## src/rtl/msd_pkg.sv

```systemverilog
// package for the stereo downmix block: speaker position tables, register indexes and widths
// no dependencies; used by the top level, the divider and the checker

package msd_pkg;

    localparam int NUM_POS    = 18;
    localparam int POS_W      = 5;
    localparam int NUM_GROUPS = 12;
    localparam int GRP_W      = 4;
    localparam int WGT_W      = 6;
    localparam int GC_W       = 4;
    localparam int MASK_W     = 18;
    localparam int NCH_W      = 5;
    localparam int CFG_W      = 18;
    localparam int CFG_IDX_W  = 2;

    localparam logic [CFG_IDX_W-1:0] REG_CHANNEL_MASK = 2'd0;
    localparam logic [CFG_IDX_W-1:0] REG_NUM_CHANNELS = 2'd1;

    localparam logic [MASK_W-1:0] MASK_RESET = 18'd3;
    localparam logic [NCH_W-1:0]  NCH_RESET  = 5'd2;

    // left weight in [5:3], right weight in [2:0], both in quarters
    function automatic logic [WGT_W-1:0] pos_weight(input logic [POS_W-1:0] pos);
        logic [WGT_W-1:0] w;
        case (pos)
            5'd0:    w = 6'o40;
            5'd1:    w = 6'o04;
            5'd2:    w = 6'o22;
            5'd3:    w = 6'o22;
            5'd4:    w = 6'o40;
            5'd5:    w = 6'o04;
            5'd6:    w = 6'o31;
            5'd7:    w = 6'o13;
            5'd8:    w = 6'o22;
            5'd9:    w = 6'o40;
            5'd10:   w = 6'o04;
            5'd11:   w = 6'o22;
            5'd12:   w = 6'o31;
            5'd13:   w = 6'o22;
            5'd14:   w = 6'o13;
            5'd15:   w = 6'o40;
            5'd16:   w = 6'o22;
            5'd17:   w = 6'o04;
            default: w = 6'o00;
        endcase
        return w;
    endfunction

    function automatic logic [GRP_W-1:0] pos_group(input logic [POS_W-1:0] pos);
        logic [GRP_W-1:0] g;
        case (pos)
            5'd0, 5'd1:   g = 4'd0;
            5'd2:         g = 4'd1;
            5'd3:         g = 4'd2;
            5'd4, 5'd5:   g = 4'd3;
            5'd6, 5'd7:   g = 4'd4;
            5'd8:         g = 4'd5;
            5'd9, 5'd10:  g = 4'd6;
            5'd11:        g = 4'd7;
            5'd12, 5'd14: g = 4'd8;
            5'd13:        g = 4'd9;
            5'd15, 5'd17: g = 4'd10;
            5'd16:        g = 4'd11;
            default:      g = 4'd0;
        endcase
        return g;
    endfunction

endpackage

```

## src/rtl/msd_div.sv

```systemverilog
// restoring divider, one quotient bit per cycle, small unsigned divisor
// depends on msd_pkg for the divisor width

module msd_div #(
    parameter int DIV_W = 31
) (
    input  logic                     clk,
    input  logic                     rst_n,
    input  logic                     start,
    input  logic [DIV_W-1:0]         dividend,
    input  logic [msd_pkg::GC_W-1:0] divisor,
    output logic                     done,
    output logic [DIV_W-1:0]         quotient
);
    import msd_pkg::*;

    localparam int CNT_W = $clog2(DIV_W + 1);

    logic [CNT_W-1:0] cnt_reg, cnt_next;
    logic [DIV_W-1:0] quo_reg, quo_next;
    logic [GC_W-1:0]  rem_reg, rem_next;
    logic [GC_W-1:0]  dvs_reg, dvs_next;
    logic             done_reg, done_next;
    logic [GC_W:0]    trial;
    logic [GC_W:0]    diff;
    logic             ge;

    assign trial = {rem_reg, quo_reg[DIV_W-1]};
    assign ge    = trial >= {1'b0, dvs_reg};
    assign diff  = trial - {1'b0, dvs_reg};

    always_comb
    begin
        cnt_next  = cnt_reg;
        quo_next  = quo_reg;
        rem_next  = rem_reg;
        dvs_next  = dvs_reg;
        done_next = 1'b0;
        if (start)
        begin
            cnt_next = CNT_W'(DIV_W);
            quo_next = dividend;
            rem_next = '0;
            dvs_next = divisor;
        end
        else if (cnt_reg != '0)
        begin
            // remainder stays below the divisor, so it fits the divisor width
            rem_next = ge ? diff[GC_W-1:0] : trial[GC_W-1:0];
            quo_next = {quo_reg[DIV_W-2:0], ge};
            cnt_next = cnt_reg - 1'b1;
            done_next = (cnt_reg == CNT_W'(1));
        end
    end

    always_ff @(posedge clk or negedge rst_n)
    begin
        if (!rst_n)
        begin
            cnt_reg  <= '0;
            done_reg <= 1'b0;
        end
        else
        begin
            cnt_reg  <= cnt_next;
            done_reg <= done_next;
        end
    end

    always_ff @(posedge clk)
    begin
        quo_reg <= quo_next;
        rem_reg <= rem_next;
        dvs_reg <= dvs_next;
    end

    assign done     = done_reg;
    assign quotient = quo_reg;

endmodule

```

## src/rtl/multichannel_stereo_downmix.sv

```systemverilog
// multichannel to stereo downmix top level: slot weight derivation, shared multiply-add, finish
// depends on msd_pkg and msd_div

// After reset and after every write to channel_mask or num_channels the block walks the 18
// speaker positions twice (set bits, then clear bits) to build the slot weight table, with
// in_stall high. Each channel sample then takes an accept beat and one pass each for left
// and right through a single multiply-add unit. On the frame's last slot, left and right
// are each rounded and divided by 4 times the group count in a shared restoring divider
// that yields one quotient bit per cycle, and the stereo beat is then loaded into the
// output register. A waiting result does not hold up the next frame's samples; only a
// second finished frame waits for the output register to drain.

module multichannel_stereo_downmix #(
    parameter int MAX_SLOTS   = 18,
    parameter int SAMPLE_BITS = 24
) (
    input  logic                          clk,
    input  logic                          rst_n,
    input  logic                          cfg_write,
    input  logic [msd_pkg::CFG_IDX_W-1:0] cfg_index,
    input  logic [msd_pkg::CFG_W-1:0]     cfg_data,
    input  logic signed [SAMPLE_BITS-1:0] channel_sample,
    input  logic                          in_valid,
    output logic                          in_stall,
    output logic signed [SAMPLE_BITS-1:0] left_sample,
    output logic signed [SAMPLE_BITS-1:0] right_sample,
    output logic                          out_valid,
    input  logic                          out_stall
);
    import msd_pkg::*;

    localparam int ACC_W   = SAMPLE_BITS + 3 + $clog2(MAX_SLOTS + 1);
    localparam int DIV_W   = ACC_W - 1;
    localparam int IDX_W   = (MAX_SLOTS > 1) ? $clog2(MAX_SLOTS) : 1;
    localparam int SLOT_CW = $clog2(MAX_SLOTS + 1);
    localparam int PROD_W  = SAMPLE_BITS + 4;

    localparam logic [DIV_W-1:0] POS_LIM = DIV_W'((64'd1 << (SAMPLE_BITS - 1)) - 64'd1);
    localparam logic [DIV_W-1:0] NEG_LIM = DIV_W'(64'd1 << (SAMPLE_BITS - 1));
    localparam logic [SAMPLE_BITS-1:0] OUT_MAX = {1'b0, {(SAMPLE_BITS - 1){1'b1}}};
    localparam logic [SAMPLE_BITS-1:0] OUT_MIN = {1'b1, {(SAMPLE_BITS - 1){1'b0}}};

    localparam logic [2:0] S_DERIVE = 3'd0;
    localparam logic [2:0] S_IDLE   = 3'd1;
    localparam logic [2:0] S_MAC_L  = 3'd2;
    localparam logic [2:0] S_MAC_R  = 3'd3;
    localparam logic [2:0] S_ABS    = 3'd4;
    localparam logic [2:0] S_START  = 3'd5;
    localparam logic [2:0] S_DIV    = 3'd6;
    localparam logic [2:0] S_HOLD   = 3'd7;

    logic [2:0]              state_reg, state_next;
    logic [MASK_W-1:0]       mask_reg, mask_next;
    logic [NCH_W-1:0]        nch_reg, nch_next;
    logic [WGT_W-1:0]        weights_reg [MAX_SLOTS];
    logic [WGT_W-1:0]        weights_next [MAX_SLOTS];
    logic                    pass_reg, pass_next;
    logic [POS_W-1:0]        pos_reg, pos_next;
    logic [SLOT_CW-1:0]      idx_reg, idx_next;
    logic [NUM_GROUPS-1:0]   groups_reg, groups_next;
    logic [GC_W-1:0]         gc_reg, gc_next;
    logic [NCH_W-1:0]        slot_reg, slot_next;
    logic signed [ACC_W-1:0] acc_l_reg, acc_l_next;
    logic signed [ACC_W-1:0] acc_r_reg, acc_r_next;
    logic signed [SAMPLE_BITS-1:0] smp_reg, smp_next;
    logic                    sel_reg, sel_next;
    logic                    neg_reg, neg_next;
    logic [ACC_W-1:0]        mag_reg, mag_next;
    logic [SAMPLE_BITS-1:0]  left_res_reg, left_res_next;
    logic [SAMPLE_BITS-1:0]  right_res_reg, right_res_next;
    logic [SAMPLE_BITS-1:0]  out_l_reg, out_l_next;
    logic [SAMPLE_BITS-1:0]  out_r_reg, out_r_next;
    logic                    out_valid_reg, out_valid_next;

    logic [NCH_W-1:0]        eff;
    logic [SLOT_CW-1:0]      limit;
    logic                    present;
    logic                    take;
    logic [GRP_W-1:0]        grp;
    logic [WGT_W-1:0]        slot_w;
    logic [2:0]              mac_w;
    logic signed [ACC_W-1:0] mac_acc;
    logic signed [PROD_W-1:0] prod;
    logic signed [ACC_W-1:0] mac_sum;
    logic                    last_slot;
    logic signed [ACC_W-1:0] fin_acc;
    logic [ACC_W:0]          rnd_sum;
    logic                    div_start;
    logic                    div_done;
    logic [DIV_W-1:0]        quo;
    logic [DIV_W-1:0]        quo_neg;
    logic [SAMPLE_BITS-1:0]  sat_val;
    logic                    cfg_hit;

    assign eff   = (nch_reg == '0) ? NCH_W'(1) : nch_reg;
    assign limit = (eff > NCH_W'(MAX_SLOTS)) ? SLOT_CW'(MAX_SLOTS) : SLOT_CW'(eff);

    // derivation step: set bits on the first pass, clear bits on the second
    assign present = mask_reg[pos_reg];
    assign take    = (idx_reg < limit) && (present == !pass_reg);
    assign grp     = pos_group(pos_reg);

    // shared multiply-add, left weight on the first pass and right on the second
    assign slot_w    = (slot_reg < NCH_W'(MAX_SLOTS)) ? weights_reg[slot_reg[IDX_W-1:0]] : '0;
    assign mac_w     = (state_reg == S_MAC_L) ? slot_w[5:3] : slot_w[2:0];
    assign mac_acc   = (state_reg == S_MAC_L) ? acc_l_reg : acc_r_reg;
    assign prod      = $signed({1'b0, mac_w}) * smp_reg;
    assign mac_sum   = mac_acc + ACC_W'(prod);
    assign last_slot = ({1'b0, slot_reg} + (NCH_W + 1)'(1)) >= {1'b0, eff};

    // round half away from zero: (|acc| + 2*gc) / 4 / gc
    assign fin_acc = sel_reg ? acc_r_reg : acc_l_reg;
    assign rnd_sum = {1'b0, mag_reg} + (ACC_W + 1)'({gc_reg, 1'b0});

    msd_div #(
        .DIV_W (DIV_W)
    ) u_div (
        .clk      (clk),
        .rst_n    (rst_n),
        .start    (div_start),
        .dividend (rnd_sum[ACC_W:2]),
        .divisor  (gc_reg),
        .done     (div_done),
        .quotient (quo)
    );

    assign quo_neg = DIV_W'(0) - quo;

    always_comb
    begin
        if (!neg_reg)
            sat_val = (quo > POS_LIM) ? OUT_MAX : quo[SAMPLE_BITS-1:0];
        else
            sat_val = (quo > NEG_LIM) ? OUT_MIN : quo_neg[SAMPLE_BITS-1:0];
    end

    assign cfg_hit = cfg_write &&
                     (cfg_index == REG_CHANNEL_MASK || cfg_index == REG_NUM_CHANNELS);

    always_comb
    begin
        state_next     = state_reg;
        mask_next      = mask_reg;
        nch_next       = nch_reg;
        weights_next   = weights_reg;
        pass_next      = pass_reg;
        pos_next       = pos_reg;
        idx_next       = idx_reg;
        groups_next    = groups_reg;
        gc_next        = gc_reg;
        slot_next      = slot_reg;
        acc_l_next     = acc_l_reg;
        acc_r_next     = acc_r_reg;
        smp_next       = smp_reg;
        sel_next       = sel_reg;
        neg_next       = neg_reg;
        mag_next       = mag_reg;
        left_res_next  = left_res_reg;
        right_res_next = right_res_reg;
        out_l_next     = out_l_reg;
        out_r_next     = out_r_reg;
        out_valid_next = out_valid_reg;
        div_start      = 1'b0;

        if (out_valid_reg && !out_stall)
            out_valid_next = 1'b0;

        case (state_reg)
            S_DERIVE:
            begin
                if (take)
                begin
                    weights_next[idx_reg[IDX_W-1:0]] = pos_weight(pos_reg);
                    idx_next = idx_reg + 1'b1;
                    if (!groups_reg[grp])
                    begin
                        groups_next[grp] = 1'b1;
                        gc_next = gc_reg + 1'b1;
                    end
                end
                if (pos_reg == POS_W'(NUM_POS - 1))
                begin
                    pos_next = '0;
                    if (pass_reg)
                    begin
                        state_next = S_IDLE;
                        if (gc_next == '0)
                            gc_next = GC_W'(1);
                    end
                    else
                    begin
                        pass_next = 1'b1;
                    end
                end
                else
                begin
                    pos_next = pos_reg + 1'b1;
                end
            end
            S_IDLE:
            begin
                if (in_valid)
                begin
                    smp_next   = channel_sample;
                    state_next = S_MAC_L;
                end
            end
            S_MAC_L:
            begin
                acc_l_next = mac_sum;
                state_next = S_MAC_R;
            end
            S_MAC_R:
            begin
                acc_r_next = mac_sum;
                if (last_slot)
                begin
                    sel_next   = 1'b0;
                    state_next = S_ABS;
                end
                else
                begin
                    slot_next  = slot_reg + 1'b1;
                    state_next = S_IDLE;
                end
            end
            S_ABS:
            begin
                neg_next   = fin_acc[ACC_W-1];
                mag_next   = fin_acc[ACC_W-1] ? ACC_W'(-fin_acc) : ACC_W'(fin_acc);
                state_next = S_START;
            end
            S_START:
            begin
                div_start  = 1'b1;
                state_next = S_DIV;
            end
            S_DIV:
            begin
                if (div_done)
                begin
                    if (!sel_reg)
                    begin
                        left_res_next = sat_val;
                        sel_next      = 1'b1;
                        state_next    = S_ABS;
                    end
                    else
                    begin
                        right_res_next = sat_val;
                        state_next     = S_HOLD;
                    end
                end
            end
            S_HOLD:
            begin
                // a previous beat may still sit in the output register
                if (!out_valid_reg || !out_stall)
                begin
                    out_l_next     = left_res_reg;
                    out_r_next     = right_res_reg;
                    out_valid_next = 1'b1;
                    acc_l_next     = '0;
                    acc_r_next     = '0;
                    slot_next      = '0;
                    state_next     = S_IDLE;
                end
            end
            default:
            begin
                state_next = S_DERIVE;
            end
        endcase

        // register write rebuilds the table and restarts the frame
        if (cfg_hit)
        begin
            if (cfg_index == REG_CHANNEL_MASK)
                mask_next = cfg_data[MASK_W-1:0];
            else
                nch_next = cfg_data[NCH_W-1:0];
            for (int i = 0; i < MAX_SLOTS; i++)
                weights_next[i] = '0;
            pass_next   = 1'b0;
            pos_next    = '0;
            idx_next    = '0;
            groups_next = '0;
            gc_next     = '0;
            slot_next   = '0;
            acc_l_next  = '0;
            acc_r_next  = '0;
            state_next  = S_DERIVE;
        end
    end

    always_ff @(posedge clk or negedge rst_n)
    begin
        if (!rst_n)
        begin
            state_reg     <= S_DERIVE;
            mask_reg      <= MASK_RESET;
            nch_reg       <= NCH_RESET;
            for (int i = 0; i < MAX_SLOTS; i++)
                weights_reg[i] <= '0;
            pass_reg      <= 1'b0;
            pos_reg       <= '0;
            idx_reg       <= '0;
            groups_reg    <= '0;
            gc_reg        <= '0;
            slot_reg      <= '0;
            acc_l_reg     <= '0;
            acc_r_reg     <= '0;
            sel_reg       <= 1'b0;
            out_valid_reg <= 1'b0;
        end
        else
        begin
            state_reg     <= state_next;
            mask_reg      <= mask_next;
            nch_reg       <= nch_next;
            weights_reg   <= weights_next;
            pass_reg      <= pass_next;
            pos_reg       <= pos_next;
            idx_reg       <= idx_next;
            groups_reg    <= groups_next;
            gc_reg        <= gc_next;
            slot_reg      <= slot_next;
            acc_l_reg     <= acc_l_next;
            acc_r_reg     <= acc_r_next;
            sel_reg       <= sel_next;
            out_valid_reg <= out_valid_next;
        end
    end

    always_ff @(posedge clk)
    begin
        smp_reg       <= smp_next;
        neg_reg       <= neg_next;
        mag_reg       <= mag_next;
        left_res_reg  <= left_res_next;
        right_res_reg <= right_res_next;
        out_l_reg     <= out_l_next;
        out_r_reg     <= out_r_next;
    end

    assign in_stall     = (state_reg != S_IDLE);
    assign left_sample  = out_l_reg;
    assign right_sample = out_r_reg;
    assign out_valid    = out_valid_reg;

endmodule

```

## config.mk

```make
export PLATFORM = sky130hd
export DESIGN_NAME = multichannel_stereo_downmix
export DESIGN_NICKNAME = d
export VERILOG_FILES = /design/src/rtl/msd_pkg.sv /design/src/rtl/msd_div.sv /design/src/rtl/multichannel_stereo_downmix.sv
export SDC_FILE = /design/constraint.sdc
export NUM_CORES = 1
export LEC_CHECK = 0
export BUFFER_PORTS_ARGS = -buffer_cell sky130_fd_sc_hd__buf_4
export CORE_MARGIN = 8
export CORE_UTILIZATION = 48
export DETAILED_ROUTE_END_ITERATION = 8
export SYNTH_ARGS = -nofsm -noshare
export SYNTH_HDL_FRONTEND = slang
export SYNTH_HIERARCHICAL = 1
export SYNTH_SLANG_ARGS = --single-unit
```

## constraint.sdc

```tcl
create_clock -name clk -period 7.68 [get_ports clk]
set_input_delay 1.536 -clock clk [delete_from_list [all_inputs] [get_ports clk]]
set_output_delay 1.536 -clock clk [all_outputs]
set_load 0.005 [all_outputs]
```

==> results.sh <==
export IMPL_r2r_cells=20
export IMPL_clkSinkCount=411
export IMPL_crit_required_ns=8.10
export IMPL_post_cts_buffers=0
export IMPL_syn_to_final_growth_pct=12.2
export IMPL_num_vias=16400
export IMPL_crit_type="reg -> reg"
export IMPL_dr_pass1_iters=5
export IMPL_fin_tns_setup_ns=0
export IMPL_htree_levels=2
export IMPL_largest_register_ffs=90
export IMPL_syn_area_um2=24000
export IMPL_p_seq_frac=0.392
export IMPL_pwr_density_cell_nw_per_um2=312
export IMPL_synthesis_nets=2388
export IMPL_holdBufCountCts=0
export IMPL_finalCritPeriodShare=0.865
export IMPL_cts_clk_slew_worst_paths_ns=0.06
export IMPL_startpoint_type="flip-flop"
export IMPL_grt_usage=0.180
export IMPL_io_pins=99
export IMPL_switching_share=0.369
export IMPL_initial_core_util=0.483
export IMPL_comb_power_share=0.346
export IMPL_synth_edf_count=187
export IMPL_layout_nets=2452
export IMPL_worstSetupEndpointType="flip-flop"
export IMPL_ctsLongestPathBuffers=3
export IMPL_final_min_clock_period_ns=6.64
export IMPL_finalNonFillerCells=2964
export IMPL_antenna_found_initial=0
export IMPL_worst_slew_margin_rel=0.243
export IMPL_grt_overflow=0
export IMPL_yosysSeqAreaShare=0.467
export IMPL_netlist_instances=2191
export IMPL_dpl_hpwl_um=37600
export IMPL_die_w_um=240
export IMPL_drc=0
export IMPL_cts_tree="built"
export IMPL_grt_max_degree=172
export IMPL_vias_per_cell=5.55
export IMPL_ant_nets=0
export IMPL_grt_pass1_wl_um=84800
export IMPL_status="completed"
export IMPL_clkLatencyLatePin_ns=0.58
export IMPL_synth_distinct_cells=101
export IMPL_crit_reg2reg_capture="acc_l_reg[29]"
export IMPL_hold_path_depth=0
export IMPL_internal_power_mw=5.30
export IMPL_hp_class="reg -> reg"
export IMPL_row_count=82
export IMPL_wl_met1_um=25300
export IMPL_switchingPower_mw=3.10
export IMPL_syn_avg_cell_area_um2=11.0
export IMPL_synth_main_ff_cell="dfrtp_1"
export IMPL_dp_cells=2879
export IMPL_fmax_ghz=0.151
export IMPL_wl_per_cell_um=17.5
export IMPL_r2r_start="slot_reg[1]"
export IMPL_drive_above_1_share=0.153
export IMPL_cts_resized=0
export IMPL_worstHoldStart="right_res_reg[3]"
export IMPL_min_to="right_sample[3]"
export IMPL_die_h_um=240
export IMPL_highest_layer="met4"
export IMPL_finClkSkew_ns=0.0143
export IMPL_critPathArrivalTime_ns=7.06
export IMPL_routed_wl_met2_um=23200
export IMPL_critPathMaxFanout=24
export IMPL_finalSetupViolCount=0
export IMPL_cts_root_buf="clkbuf_16"
export IMPL_core_um2=49800
export IMPL_die_area_um2=57400
export IMPL_synthArstFlopShare=0.535
export IMPL_cap_violations=0
export IMPL_globalplace_congestion=0.872
export IMPL_leakagePower_nw=11.5
export IMPL_numPortBuffers=98
export IMPL_drt_iter0_markers=1042
export IMPL_ys_warn_count=6
export IMPL_r2r_setup_slack_ns=1.04
export IMPL_grt_pass1_vias=16000
export IMPL_ys_ff_latch=411
export IMPL_routed_wl_um=51900
export IMPL_cts_buffers=46
export IMPL_route_met3_wl_um=2320
export IMPL_rsz0062_at_grt="no"
export IMPL_fill_cells=4330
export IMPL_hold_violations=0
export IMPL_antenna_cells=0
export IMPL_vdd_ir_drop_max_mv=0.188
export IMPL_clkPwrFrac=0.262
export IMPL_worstMarginPinSlew_ns=1.13
export IMPL_drv_slew=0
## critical path, cell delays in order (launching register included)
cell,delay [ns]
dfrtp_1,0.98
mux4_2,0.43
mux4_2,0.46
mux2i_1,0.15
o21ai_1,0.10
buf_4,0.22
and2_1,0.18
ha_1,0.29
fa_1,0.54
inv_1,0.06
fa_1,0.52
inv_1,0.04
ha_1,0.37
and3_1,0.21
a221o_1,0.42
nor4_2,0.34
a21oi_1,0.14
a311oi_2,0.41
a211oi_1,0.17
nor3_1,0.31
o41ai_2,0.11
## synthesized netlist by cell type, drive strengths merged, types with 43 or more instances
cell	number	area [µm²]
nand2	187	702
nand3	122	696
fa	55	1100
nor2	90	338
clkbuf	62	233
o21ai	147	736
edfxtp	187	5620
o31ai	47	353
nor3	49	255
buf	45	244
mux2	65	732
a21oi	65	325
dfrtp	217	5430
xor2	43	377
inv	159	597
and2	53	332
mux2i	95	951
ha	93	1160
xnor2	54	473
## cell usage in the layout, fill, tap and decap left out, types with 53 or more instances in the layout
master,synthesis,routed
and2_1,53,53
nor2_1,90,89
ha_1,93,93
xnor2_1,54,54
fa_1,55,55
mux2i_1,95,95
dfrtp_1,217,216
inv_1,159,159
a21oi_1,65,62
mux2_2,65,65
nand2_1,187,187
buf_4,2,121
o21ai_0,136,134
nand3_1,108,108
edfxtp_1,187,187
## stage by stage
step / total power [mW] / worst slack, ns / hold WS (ns) / instance area (µm²) / util
3_5_place_dp: 6.24 / 1.01 / 0.405 / 25400 / 0.511
3_3_place_gp: 6.17 / 1.22 / 0.403 / 25400 / 0.511
4_1_cts: 8.49 / 1.02 / 0.407 / 26900 / 0.541
2_1_floorplan: 5.44 / 1.39 / 0.400 / 24000 / -
6_report: 8.41 / 1.04 / 0.415 / 26900 / 0.541
5_1_grt: 8.97 / 0.605 / 0.417 / 26900 / 0.541
## final cells by class
| class | count | area [µm²] | share of cell area |
|---|---|---|---|
| clock buffer | 53 | 1200 | 0.0445 |
| tap | 672 | 841 | 0.0312 |
| sequential | 411 | 11200 | 0.416 |
| multi-input combinational | 1513 | 11800 | 0.439 |
| timing repair buffer | 123 | 942 | 0.0350 |
| clock inverter | 32 | 329 | 0.0122 |
| inverter | 160 | 601 | 0.0223 |
## power groups by stage
stage	registers (mW)	logic [mW]	clock network, mW
after floorplan	3.13	2.31	0
after global placement	3.31	2.85	0
after detailed placement	3.33	2.91	0
after global routing	3.37	3.25	2.35
final	3.29	2.91	2.20
after CTS	3.29	2.92	2.27
## logic make-up (layout without fill, tap and decap cells)
logic type / count (synthesis) / count (layout) / share of synthesized area
AO/OA/AOI/OAI: 412 / 412 / 0.114
AND/OR/NAND/NOR: 665 / 665 / 0.145
buffers and inverters: 267 / 368 / 0.0449
XOR/XNOR: 97 / 97 / 0.0354
flip-flops: 411 / 411 / 0.467
adder cells (fa/ha/maj): 148 / 148 / 0.0943
multiplexers: 191 / 191 / 0.0995
## layer usage
layer / GRT usage / vias up
li1: - / 8053
met1: 0.258 / 8010
met2: 0.282 / 306
met3: 0.0293 / 67
met4: 0.0459 / 0
met5: 0 / -
## worst max path at each step
stage               slack, ns   startpoint             to
floorplan                1.39  slot_reg[0]  acc_r_reg[29]
finish                   1.04  slot_reg[1]  acc_l_reg[29]
global route             0.60  slot_reg[1]  acc_r_reg[29]
global placement         1.22  slot_reg[1]  acc_l_reg[29]
detailed placement       1.01  slot_reg[1]  acc_l_reg[29]
CTS                      1.02  slot_reg[1]  acc_l_reg[29]
(Power assumes the default switching activity.)
